### config.mk
export PLATFORM = sky130hd
export DESIGN_NAME = utf8_to_utf16_transcoder_unit
export DESIGN_NICKNAME = d
export VERILOG_FILES = /design/src/sv/u8u16_pkg.sv /design/src/sv/u8u16_decoder.sv /design/src/sv/u8u16_result_queue.sv /design/src/sv/utf8_to_utf16_transcoder_unit.sv
export SDC_FILE = /design/constraint.sdc
export NUM_CORES = 1
export LEC_CHECK = 0
export BUFFER_PORTS_ARGS = -buffer_cell sky130_fd_sc_hd__buf_4
export CORE_UTILIZATION = 50
export DETAILED_ROUTE_END_ITERATION = 8
export GPL_TIMING_DRIVEN = 0
export PLACE_DENSITY = 0.78
export RECOVER_POWER = 100
export SLEW_MARGIN = 20
export SYNTH_ARGS = -nofsm -noshare
export SYNTH_HDL_FRONTEND = slang
export SYNTH_HIERARCHICAL = 1
export SYNTH_SLANG_ARGS = --single-unit
### constraint.sdc
create_clock -name clk_i -period 11.25 [get_ports clk_i]
set_clock_uncertainty 0.05 [all_clocks]
set_input_delay 0.5625 -clock clk_i [delete_from_list [all_inputs] [get_ports clk_i]]
set_output_delay 0.5625 -clock clk_i [all_outputs]
set_load 0.05 [all_outputs]
### src/sv/u8u16_pkg.sv
// ---------------------------------------------------------------------------
// UTF-8 to UTF-16 transcoder package
// Shared result types, decode masks and surrogate constants.
// ---------------------------------------------------------------------------
package u8u16_pkg;

  localparam int unsigned CodeW         = 21;
  localparam int unsigned UnitW         = 16;
  localparam int unsigned QueueDepthDef = 4;

  // Lead byte classification.
  localparam logic [7:0] AsciiMask  = 8'h80;
  localparam logic [7:0] Lead2Mask  = 8'hE0;
  localparam logic [7:0] Lead2Code  = 8'hC0;
  localparam logic [7:0] Lead3Mask  = 8'hF0;
  localparam logic [7:0] Lead3Code  = 8'hE0;
  localparam logic [7:0] Lead4Mask  = 8'hF8;
  localparam logic [7:0] Lead4Code  = 8'hF0;
  localparam logic [7:0] Lead2Data  = 8'h1F;
  localparam logic [7:0] Lead3Data  = 8'h0F;
  localparam logic [7:0] Lead4Data  = 8'h07;

  // Surrogate pair construction.
  localparam logic [CodeW-1:0] SuppBase = 21'h10000;
  localparam logic [UnitW-1:0] SurrHigh = 16'hD800;
  localparam logic [UnitW-1:0] SurrLow  = 16'hDC00;

  // Number of continuation bytes still expected.
  typedef enum logic [1:0] {
    PEND_NONE  = 2'd0,
    PEND_ONE   = 2'd1,
    PEND_TWO   = 2'd2,
    PEND_THREE = 2'd3
  } pend_e;

  typedef struct packed {
    logic [UnitW-1:0] unit;
    logic             error;
    logic             last;
  } result_t;

  // Up to two results produced by one byte.
  typedef struct packed {
    logic [1:0] cnt;
    result_t    r0;
    result_t    r1;
  } push_t;

endpackage

### src/sv/u8u16_decoder.sv
// ---------------------------------------------------------------------------
// UTF-8 sequence decoder
// Holds the running sequence state and turns one byte into zero, one or
// two UTF-16 results, including the end-of-string error result.
// ---------------------------------------------------------------------------
module u8u16_decoder
  import u8u16_pkg::*;
(
  input  logic       clk_i,
  input  logic       rst_ni,
  input  logic       step_i,
  input  logic [7:0] byte_i,
  input  logic       last_i,
  output push_t      push_o
);

  logic [CodeW-1:0] partial_q, partial_d;
  pend_e            pend_q, pend_d;
  logic             four_q, four_d;
  logic             drop_q, drop_d;

  always_ff @(posedge clk_i or negedge rst_ni) begin
    if (!rst_ni) begin
      partial_q <= '0;
      pend_q    <= PEND_NONE;
      four_q    <= 1'b0;
      drop_q    <= 1'b0;
    end else if (step_i) begin
      partial_q <= partial_d;
      pend_q    <= pend_d;
      four_q    <= four_d;
      drop_q    <= drop_d;
    end
  end

  always_comb begin
    logic             done;
    logic             seq4;
    logic [CodeW-1:0] diff;
    logic [1:0]       n;
    partial_d = partial_q;
    pend_d    = pend_q;
    seq4      = four_q;
    drop_d    = drop_q;
    done      = 1'b0;
    push_o    = '0;

    if (!drop_q) begin
      if (pend_q != PEND_NONE) begin
        partial_d = {partial_q[CodeW-7:0], byte_i[5:0]};
        pend_d    = pend_e'(pend_q - 2'd1);
        done      = (pend_q == PEND_ONE);
      end else if ((byte_i & AsciiMask) == 8'h00) begin
        partial_d = CodeW'(byte_i);
        seq4      = 1'b0;
        done      = 1'b1;
      end else if ((byte_i & Lead2Mask) == Lead2Code) begin
        partial_d = CodeW'(byte_i & Lead2Data);
        pend_d    = PEND_ONE;
        seq4      = 1'b0;
      end else if ((byte_i & Lead3Mask) == Lead3Code) begin
        partial_d = CodeW'(byte_i & Lead3Data);
        pend_d    = PEND_TWO;
        seq4      = 1'b0;
      end else if ((byte_i & Lead4Mask) == Lead4Code) begin
        partial_d = CodeW'(byte_i & Lead4Data);
        pend_d    = PEND_THREE;
        seq4      = 1'b1;
      end else begin
        drop_d = 1'b1;
      end
    end

    // Supplementary code points are offset before splitting into halves.
    diff = partial_d - SuppBase;
    n    = 2'd0;
    if (done) begin
      if (seq4) begin
        push_o.r0.unit = SurrHigh | UnitW'(diff[19:10]);
        push_o.r1.unit = SurrLow | UnitW'(diff[9:0]);
        n = 2'd2;
      end else begin
        push_o.r0.unit = partial_d[UnitW-1:0];
        n = 2'd1;
      end
      seq4 = 1'b0;
    end
    four_d = seq4;

    if (last_i) begin
      if (drop_d || pend_d != PEND_NONE || n == 2'd0) begin
        push_o.r0 = '{unit: '0, error: 1'b1, last: 1'b1};
        n = 2'd1;
      end else if (n == 2'd2) begin
        push_o.r1.last = 1'b1;
      end else begin
        push_o.r0.last = 1'b1;
      end
      // The next string starts from a clean state.
      partial_d = '0;
      pend_d    = PEND_NONE;
      four_d    = 1'b0;
      drop_d    = 1'b0;
    end

    push_o.cnt = step_i ? n : 2'd0;
  end

endmodule

### src/sv/u8u16_result_queue.sv
// ---------------------------------------------------------------------------
// Result queue
// Small register queue that takes up to two results per cycle and hands
// out one per transfer on the output channel.
// ---------------------------------------------------------------------------
module u8u16_result_queue
  import u8u16_pkg::*;
#(
  parameter int unsigned Depth = QueueDepthDef
) (
  input  logic    clk_i,
  input  logic    rst_ni,
  input  push_t   push_i,
  output logic    room2_o,
  output logic    out_valid_o,
  input  logic    out_stall_i,
  output result_t out_data_o
);

  localparam int unsigned PtrW = $clog2(Depth);
  localparam int unsigned CntW = $clog2(Depth + 1);
  localparam logic [CntW-1:0] Room2Lim = CntW'(Depth - 2);

  function automatic logic [PtrW-1:0] ptr_inc(input logic [PtrW-1:0] p);
    ptr_inc = (p == PtrW'(Depth - 1)) ? '0 : p + PtrW'(1);
  endfunction

  result_t          mem_q [Depth];
  logic [PtrW-1:0]  wr_q, wr_d, rd_q, rd_d;
  logic [CntW-1:0]  cnt_q, cnt_d;
  logic [PtrW-1:0]  wr1;
  logic             pop;

  assign wr1         = ptr_inc(wr_q);
  assign out_valid_o = (cnt_q != '0);
  assign out_data_o  = mem_q[rd_q];
  assign pop         = out_valid_o && !out_stall_i;
  assign room2_o     = (cnt_q <= Room2Lim);

  always_comb begin
    unique case (push_i.cnt)
      2'd1:    wr_d = wr1;
      2'd2:    wr_d = ptr_inc(wr1);
      default: wr_d = wr_q;
    endcase
    rd_d  = pop ? ptr_inc(rd_q) : rd_q;
    cnt_d = cnt_q + CntW'(push_i.cnt) - CntW'(pop);
  end

  always_ff @(posedge clk_i or negedge rst_ni) begin
    if (!rst_ni) begin
      wr_q  <= '0;
      rd_q  <= '0;
      cnt_q <= '0;
    end else begin
      wr_q  <= wr_d;
      rd_q  <= rd_d;
      cnt_q <= cnt_d;
    end
  end

  always_ff @(posedge clk_i) begin
    if (push_i.cnt != 2'd0) begin
      mem_q[wr_q] <= push_i.r0;
    end
    if (push_i.cnt == 2'd2) begin
      mem_q[wr1] <= push_i.r1;
    end
  end

endmodule

### src/sv/utf8_to_utf16_transcoder_unit.sv
// A byte accepted into the input register is decoded once the result queue has room for two
// results; its results are registered in the queue, from which the output channel takes them.
// Throughput: one byte per cycle while the queue has room for two results; a four-byte
// sequence yields two results, which the result queue drains one per cycle unless stalled.
// Reset: asynchronous, clears the sequence state, the input valid flag and the queue pointers.
// ---------------------------------------------------------------------------
// UTF-8 to UTF-16 transcoder
// Input register, sequence decoder and result queue.
// ---------------------------------------------------------------------------
module utf8_to_utf16_transcoder_unit
  import u8u16_pkg::*;
#(
  parameter int unsigned QueueDepth = QueueDepthDef
) (
  input  logic             clk_i,
  input  logic             rst_ni,
  input  logic             in_valid_i,
  output logic             in_stall_o,
  input  logic [7:0]       in_byte_i,
  input  logic             in_last_i,
  output logic             out_valid_o,
  input  logic             out_stall_i,
  output logic [UnitW-1:0] unit_o,
  output logic             error_o,
  output logic             out_last_o
);

  logic       vld_q, vld_d;
  logic [7:0] byte_q;
  logic       last_q;
  logic       room2;
  logic       adv;
  logic       accept;
  push_t      push;
  result_t    res;

  // The held byte moves on only when the queue can take two results.
  assign adv        = vld_q && room2;
  assign in_stall_o = vld_q && !room2;
  assign accept     = in_valid_i && !in_stall_o;

  always_comb begin
    vld_d = vld_q;
    if (accept) begin
      vld_d = 1'b1;
    end else if (adv) begin
      vld_d = 1'b0;
    end
  end

  always_ff @(posedge clk_i or negedge rst_ni) begin
    if (!rst_ni) begin
      vld_q <= 1'b0;
    end else begin
      vld_q <= vld_d;
    end
  end

  always_ff @(posedge clk_i) begin
    if (accept) begin
      byte_q <= in_byte_i;
      last_q <= in_last_i;
    end
  end

  u8u16_decoder u_decoder (
    .clk_i  (clk_i),
    .rst_ni (rst_ni),
    .step_i (adv),
    .byte_i (byte_q),
    .last_i (last_q),
    .push_o (push)
  );

  u8u16_result_queue #(
    .Depth (QueueDepth)
  ) u_queue (
    .clk_i       (clk_i),
    .rst_ni      (rst_ni),
    .push_i      (push),
    .room2_o     (room2),
    .out_valid_o (out_valid_o),
    .out_stall_i (out_stall_i),
    .out_data_o  (res)
  );

  assign unit_o     = res.unit;
  assign error_o    = res.error;
  assign out_last_o = res.last;

`ifndef SYNTH
  a_push_needs_step : assert property (@(posedge clk_i) disable iff (!rst_ni)
    (push.cnt != 2'd0) |-> adv)
    else $error("results pushed without a decoder step");

  a_error_result : assert property (@(posedge clk_i) disable iff (!rst_ni)
    (out_valid_o && error_o) |-> (unit_o == '0 && out_last_o))
    else $error("error result must carry a zero unit and end the string");

  a_pair_not_last_first : assert property (@(posedge clk_i) disable iff (!rst_ni)
    (push.cnt == 2'd2) |-> (!push.r0.last && !push.r0.error && !push.r1.error))
    else $error("surrogate pair malformed");

  a_stall_when_full : assert property (@(posedge clk_i) disable iff (!rst_ni)
    (vld_q && !room2) |=> (vld_q && $stable(byte_q) && $stable(last_q)))
    else $error("held byte lost while the queue was full");
`endif

endmodule

==> results.cfg, run 1 <==
[global_routing]
grt.total_usage_pct = 24.0
antenna_found_initial = 0
grt_overflow = 0
grt_pass1_vias = 4284
grt_pass1_wl_um = 22700
grt_max_degree = 33

[timing]
hold_violations = 0
worst_pin_slew_ps = 1800
setup_slack_ps = 6260
drv_slew = 33
rsz0062_at_grt = no
fmax_mhz = 201
period_share_pct = 44.3
setup_tns_ps = 0
setup_viol = 0
fin_crit_ps = 4990
slew_headroom_pct = -19.7

[status]
failed_checks = max-capacitance violations, max-slew violations
status = finished with violations

[final_layout]
syn_to_final_growth_pct = 14.6
drive_above_1_share_pct = 30.3
antenna_cells = 0
finalNetCount = 525
fin_util_pct = 58.6

[routing]
drt_iter0_drc = 315
drt_wl_total_um = 13900
ant_nets = 0
vias = 4032
drt-pass1-iter-count = 6
drc_errors = 0
via_per_inst = 6.15
routedWlPerCell_um = 21.1

[logic_synthesis]
syn_avg_cell_area_um2 = 13.9
synthDistinctLibCells = 62
synthArstFlopShare_pct = 28.3
synthFlopType = edfxtp_1
synth_edf_count = 81
synth_top_area_cell = edfxtp_1
synth_top_cell_area_share_pct = 39.8
ys_top_cells_by_area = edfxtp_1 40%, mux2_2 13%, dfrtp_1 13%, mux4_2 6.6%, ha_1 2.9%
synthesis.area_um2 = 6120
yosysSeqAreaShare_pct = 52.9
yosys_register_bits = 113
synthCells = 441
ys.warnings.count = 6

[power]
p_leak_nw = 2.68
power_density_nw_per_um2 = 278
ir_worst_vdd_v = 0.000139

[cts]
cts_made_buffers = 17
clk_pin_slew_ps = 50
clock-sinks = 113
cts_hold_buf = 0
clk_path_buf_depth = 2
cts_root_buffer = clkbuf_16
clk_latency_ps = 410
h-tree-depth = 4
ctsResizeCount = 0
cts_setup_buffers = 0
cts_tree = done

[worst_setup_path]
path_max_fanout = 12
cp-start-kind = register
crit_top_cell = clkbuf_1
crit_family = buffers and inverters
worstSetupPathType = reg -> reg
end_kind = register
crit_chain = clkbuf_1, nor2b_1, or3_2, clkbuf_1, a211oi_1, inv_1, ha_1, clkbuf_1, nand2_1, clkbuf_1, o21ai_0, clkbuf_1
crit_slowest_cell = o21ai_0
crit_buf_inv = 6
crit_required_ps = 11220
cpPeakStageDelay_ps = 620
worstPathArrival_ps = 4960

[placed_design]
gp_congestion = 0.949
dp_hpwl_um = 9400
pre_cts_slack_ps = 7800
io_buffers = 32

[floorplanning]
die_w_um = 113
ioPinCount = 33
dieArea_um2 = 12700
design.core.area_um2 = 12000
start_util_pct = 51.1
chipHeight_um = 113
row_count = 40

[flow_run]
maxCapViolations = 1

[hold_path]
hp-class = in -> reg
## worst register-to-register path: cells and delay by family (launching register included)
family / cells / cell delay (ps)
fa+ha+maj: 1 / 210
compound gates: 2 / 1040
flops: 1 / 320
buf+inv: 6 / 1920
simple gates: 3 / 1050
## placed cells by master (no fill, tap or decap), types with 14 or more instances in the layout
master and instances:
a22oi_1 14, clkbuf_16 17, nor2_1 23, inv_1 20, mux2_2 71, o2bb2ai_1 16
ha_1 14, clkbuf_1 40, dfrtp_1 32, mux4_2 18, edfxtp_1 81, a21oi_1 17
## synthesized netlist by cell type, types with 4 or more instances
master     number
a211oi_1        9
a21oi_1        17
a221oi_1        6
a22o_1          4
a22oi_1        14
and2_1          4
buf_2           6
buf_4          15
clkbuf_1        6
dfrtp_1        32
edfxtp_1       81
ha_1           14
inv_1          20
mux2_2         72
mux4_2         18
nand2_1         7
nand2_2         4
nand2b_1        4
nor2_1         23
o21ai_0         9
o2bb2ai_1      16
xnor2_1         4
## area by class of cell
cell class / count / area (um^2)
Tap cell: 147 / 184
Clock inverter: 14 / 171
Timing Repair Buffer: 36 / 188
Buffer: 30 / 164
Multi-Input combinational cell: 279 / 2570
Clock buffer: 17 / 425
Fill cell: 949 / 4950
Sequential cell: 113 / 3230
Inverter: 20 / 75.1
## registers in the layout, indices dropped and copies added (netlist names)
signal,count
last_q,1
u_decoder/four_q,1
vld_q,1
byte_q,8
u_decoder/drop_q,1
u_queue/cnt_q,3
u_decoder/partial_q,20
u_queue/mem_q,72
u_decoder/pend_q,2
u_queue/rd_q,2
u_queue/wr_q,2
## path summary, 6_finish.rpt
check	start	endpoint	slack, ps	cells past startpoint
worst max-delay path	u_decoder/pend_q[0]$_DFFE_PN0P_	u_queue/mem_q[2][3]$_DFFE_PP_	6260	12
worst min-delay path	in_valid_i	vld_q$_DFFE_PN0P_	290	2
worst max register to register	u_decoder/pend_q[0]$_DFFE_PN0P_	u_queue/mem_q[2][3]$_DFFE_PP_	6260	12
worst min register to register	byte_q[2]$_DFFE_PP_	u_decoder/partial_q[2]$_DFFE_PN0P_	440	1
max in group asynchronous	rst_ni	u_decoder/partial_q[17]$_DFFE_PN0P_	9530	1
min in group asynchronous	rst_ni	u_queue/wr_q[1]$_DFFE_PN0P_	570	1
## where the power goes
| part | leakage, nW | internal [mW] | total, mW | switching (mW) |
|---|---|---|---|---|
| Clock | 0.292 | 0.363 | 0.544 | 0.181 |
| Combinational | 1.21 | 0.273 | 0.795 | 0.522 |
| Sequential | 1.18 | 0.563 | 0.611 | 0.0481 |
| Total | 2.68 | 1.20 | 1.95 | 0.751 |
## per-stage QoR
step | cells | power (mW) | cell area, um^2 | hold slack [ps]
final | 656 | 1.95 | 7010 | 292
after global routing | 656 | 2.04 | 7010 | 280
after CTS | 656 | 2.02 | 7210 | 38.8
after detailed placement | 625 | 1.47 | 6610 | 438
after global placement | 621 | 1.44 | 6550 | 435
after floorplan | 442 | 1.24 | 6120 | 217
## kinds of logic after synthesis
| group | after synthesis | share of synthesized area, % |
|---|---|---|
| other | 1 | 0.0613 |
| XOR/XNOR | 4 | 0.573 |
| multiplexers | 95 | 20.9 |
| flip-flops | 113 | 52.9 |
| adder cells (fa/ha/maj) | 15 | 3.19 |
| AND/OR/NAND/NOR | 66 | 6.03 |
| buffers and inverters | 50 | 4.48 |
| AO/OA/AOI/OAI | 97 | 11.9 |
## routing by layer
metal | vias up | GRT usage (%) | share of wire [%]
met4 | 0 | 10.1 | 2.4
met2 | 170 | 37.9 | 47
li1 | 1836 | - | -
met1 | 1997 | 31.7 | 44
met3 | 29 | 5.83 | 6.2
met5 | - | 0 | 0
Power figures use the tool's default switching activity.
==> run 2: changes to the inputs <==
clock period = 5 ns   (was 11.25 ns; I/O delays follow)
==> results.cfg, run 2 (same netlist as run 1, synthesis figures left out) <==
[floorplanning]
design.core.area_um2 = 12000
start_util_pct = 51.1
dieArea_um2 = 12700
row_count = 40
die_w_um = 113
chipHeight_um = 113
ioPinCount = 33

[worst_setup_path]
cp-start-kind = register
worstSetupPathType = reg -> reg
r2r_slack_ps = 1160
cpPeakStageDelay_ps = 490
crit_slowest_cell = nand2_1
worstPathArrival_ps = 3960
end_kind = register
crit_chain = clkbuf_1, nor2b_1, or3_2, clkbuf_1, a211oi_1, inv_1, ha_1, clkbuf_1, nand2_1, buf_4, o21ai_2, buf_6
crit_required_ps = 5110
crit_top_cell = clkbuf_1
path_max_fanout = 12

[final_layout]
reg.largest.list = u_queue/mem_q x72, u_decoder/partial_q x20, byte_q x8
fin_util_pct = 60.1
syn_to_final_growth_pct = 17.5
mostFrequentLayoutCell = edfxtp_1
drive_above_1_share_pct = 31.9
final_cell_mix = 81 x edfxtp_1, 71 x mux2_2, 32 x clkbuf_1, 32 x dfrtp_1, 23 x nor2_1
num-fill-cells = 926
largest_register_ffs = 72
top_register = u_queue/mem_q
antenna_cells = 0
fin_area_um2 = 7190
finalNetCount = 536

[cts]
h-tree-depth = 4
cts_setup_buffers = 0
cts_root_buffer = clkbuf_16
cts_made_buffers = 17
clock-sinks = 113
clk_latency_ps = 410
ctsResizeCount = 0
cts_tree = done
clk_path_buf_depth = 2
cts_hold_buf = 11
clk_pin_slew_ps = 50

[global_routing]
grt_overflow = 0
use_met2_pct = 38.3
top_usage_layer = met2
met1_usage_pct = 31.8
grt_pass1_wl_um = 22900
grt.total_usage_pct = 24.1
grt_pass1_vias = 4317
grt_max_degree = 33
grtUsageMet3_pct = 5.83
antenna_found_initial = 0

[flow_run]
maxCapViolations = 1

[power]
power_density_nw_per_um2 = 616
ir_worst_vdd_v = 0.000316
p_leak_nw = 2.77

[timing]
setup_viol = 0
fmax_mhz = 260
setup_slack_ps = 1160
setup_tns_ps = 0
fin_crit_ps = 3840
drv_slew = 33
hold_violations = 0
period_share_pct = 76.9
worst_pin_slew_ps = 1800
slew_headroom_pct = -20.1
rsz0062_at_grt = no

[placed_design]
pre_cts_slack_ps = 1550
dp_hpwl_um = 9400
gp_congestion = 0.949
io_buffers = 32
place_area_um2 = 6610

[routing]
drt-pass1-iter-count = 6
ant_nets = 0
drc_errors = 0
drt_wl_total_um = 14000
routedWlPerCell_um = 21.0
via_per_inst = 6.18
drt_iter0_drc = 376
vias = 4121

[status]
failed_checks = max-capacitance violations, max-slew violations
status = finished with violations

[hold_path]
hp-class = in -> reg
## run 2: cell types whose count changed in the layout (fill, tap and decap cells not counted)
cell	before	now
buf_4	12	16
buf_6	3	5
buf_8	0	2
clkbuf_1	40	32
dlygate4sd3_1	0	11
o21ai_0	9	5
o21ai_2	2	6
## run 2: critical path: cells and delay by family (launching register included)
family                     cells  cell delay, ps
adders and majority gates      1             210
DFF                            1             320
buffers and inverters          6            1340
AOI/OAI and AO/OA              2             610
and+or+nand+nor                3            1050
## run 2: through the flow
step | instances | total power, mW | hold slack, ps
detailed placement | 625 | 3.31 | 169
global placement | 621 | 3.24 | 169
floorplan | 442 | 2.79 | -95.6
CTS | 667 | 4.55 | 134
global route | 667 | 4.63 | 196
finish | 667 | 4.42 | 190
## run 2: report_power, final
part / switching (mW) / internal, mW
clock: 0.408 / 0.818
combinational: 1.19 / 0.637
sequential: 0.109 / 1.26
## run 2: final cells by class
cell class	instances	area, um^2	share of cell area (%)
tap	147	184	2.56
clock buffer	17	425	5.92
inverter	20	75.1	1.04
timing repair buffer	47	335	4.66
buffer	30	179	2.49
sequential	113	3230	45.0
multi-input combinational	279	2580	36.0
clock inverter	14	171	2.38
## run 2: path summary, 6_finish.rpt
path                                                 start                                  end  cells after the start
max                        u_decoder/pend_q[0]$_DFFE_PN0P_        u_queue/mem_q[2][3]$_DFFE_PP_                     12
min                                            out_stall_i          u_queue/rd_q[1]$_DFFE_PN0P_                      3
max reg2reg                u_decoder/pend_q[0]$_DFFE_PN0P_        u_queue/mem_q[2][3]$_DFFE_PP_                     12
min in group asynchronous                           rst_ni          u_queue/wr_q[1]$_DFFE_PN0P_                      2
min reg2reg                            byte_q[2]$_DFFE_PP_   u_decoder/partial_q[2]$_DFFE_PN0P_                      1
max in group asynchronous                           rst_ni  u_decoder/partial_q[11]$_DFFE_PN0P_                      2
## run 2: layer usage
layer  routed length, um  up-vias
met3                 824       34
met4                 401        0
met2                6630      171
li1                    -     1861
met1                6190     2055
met5                   0        -
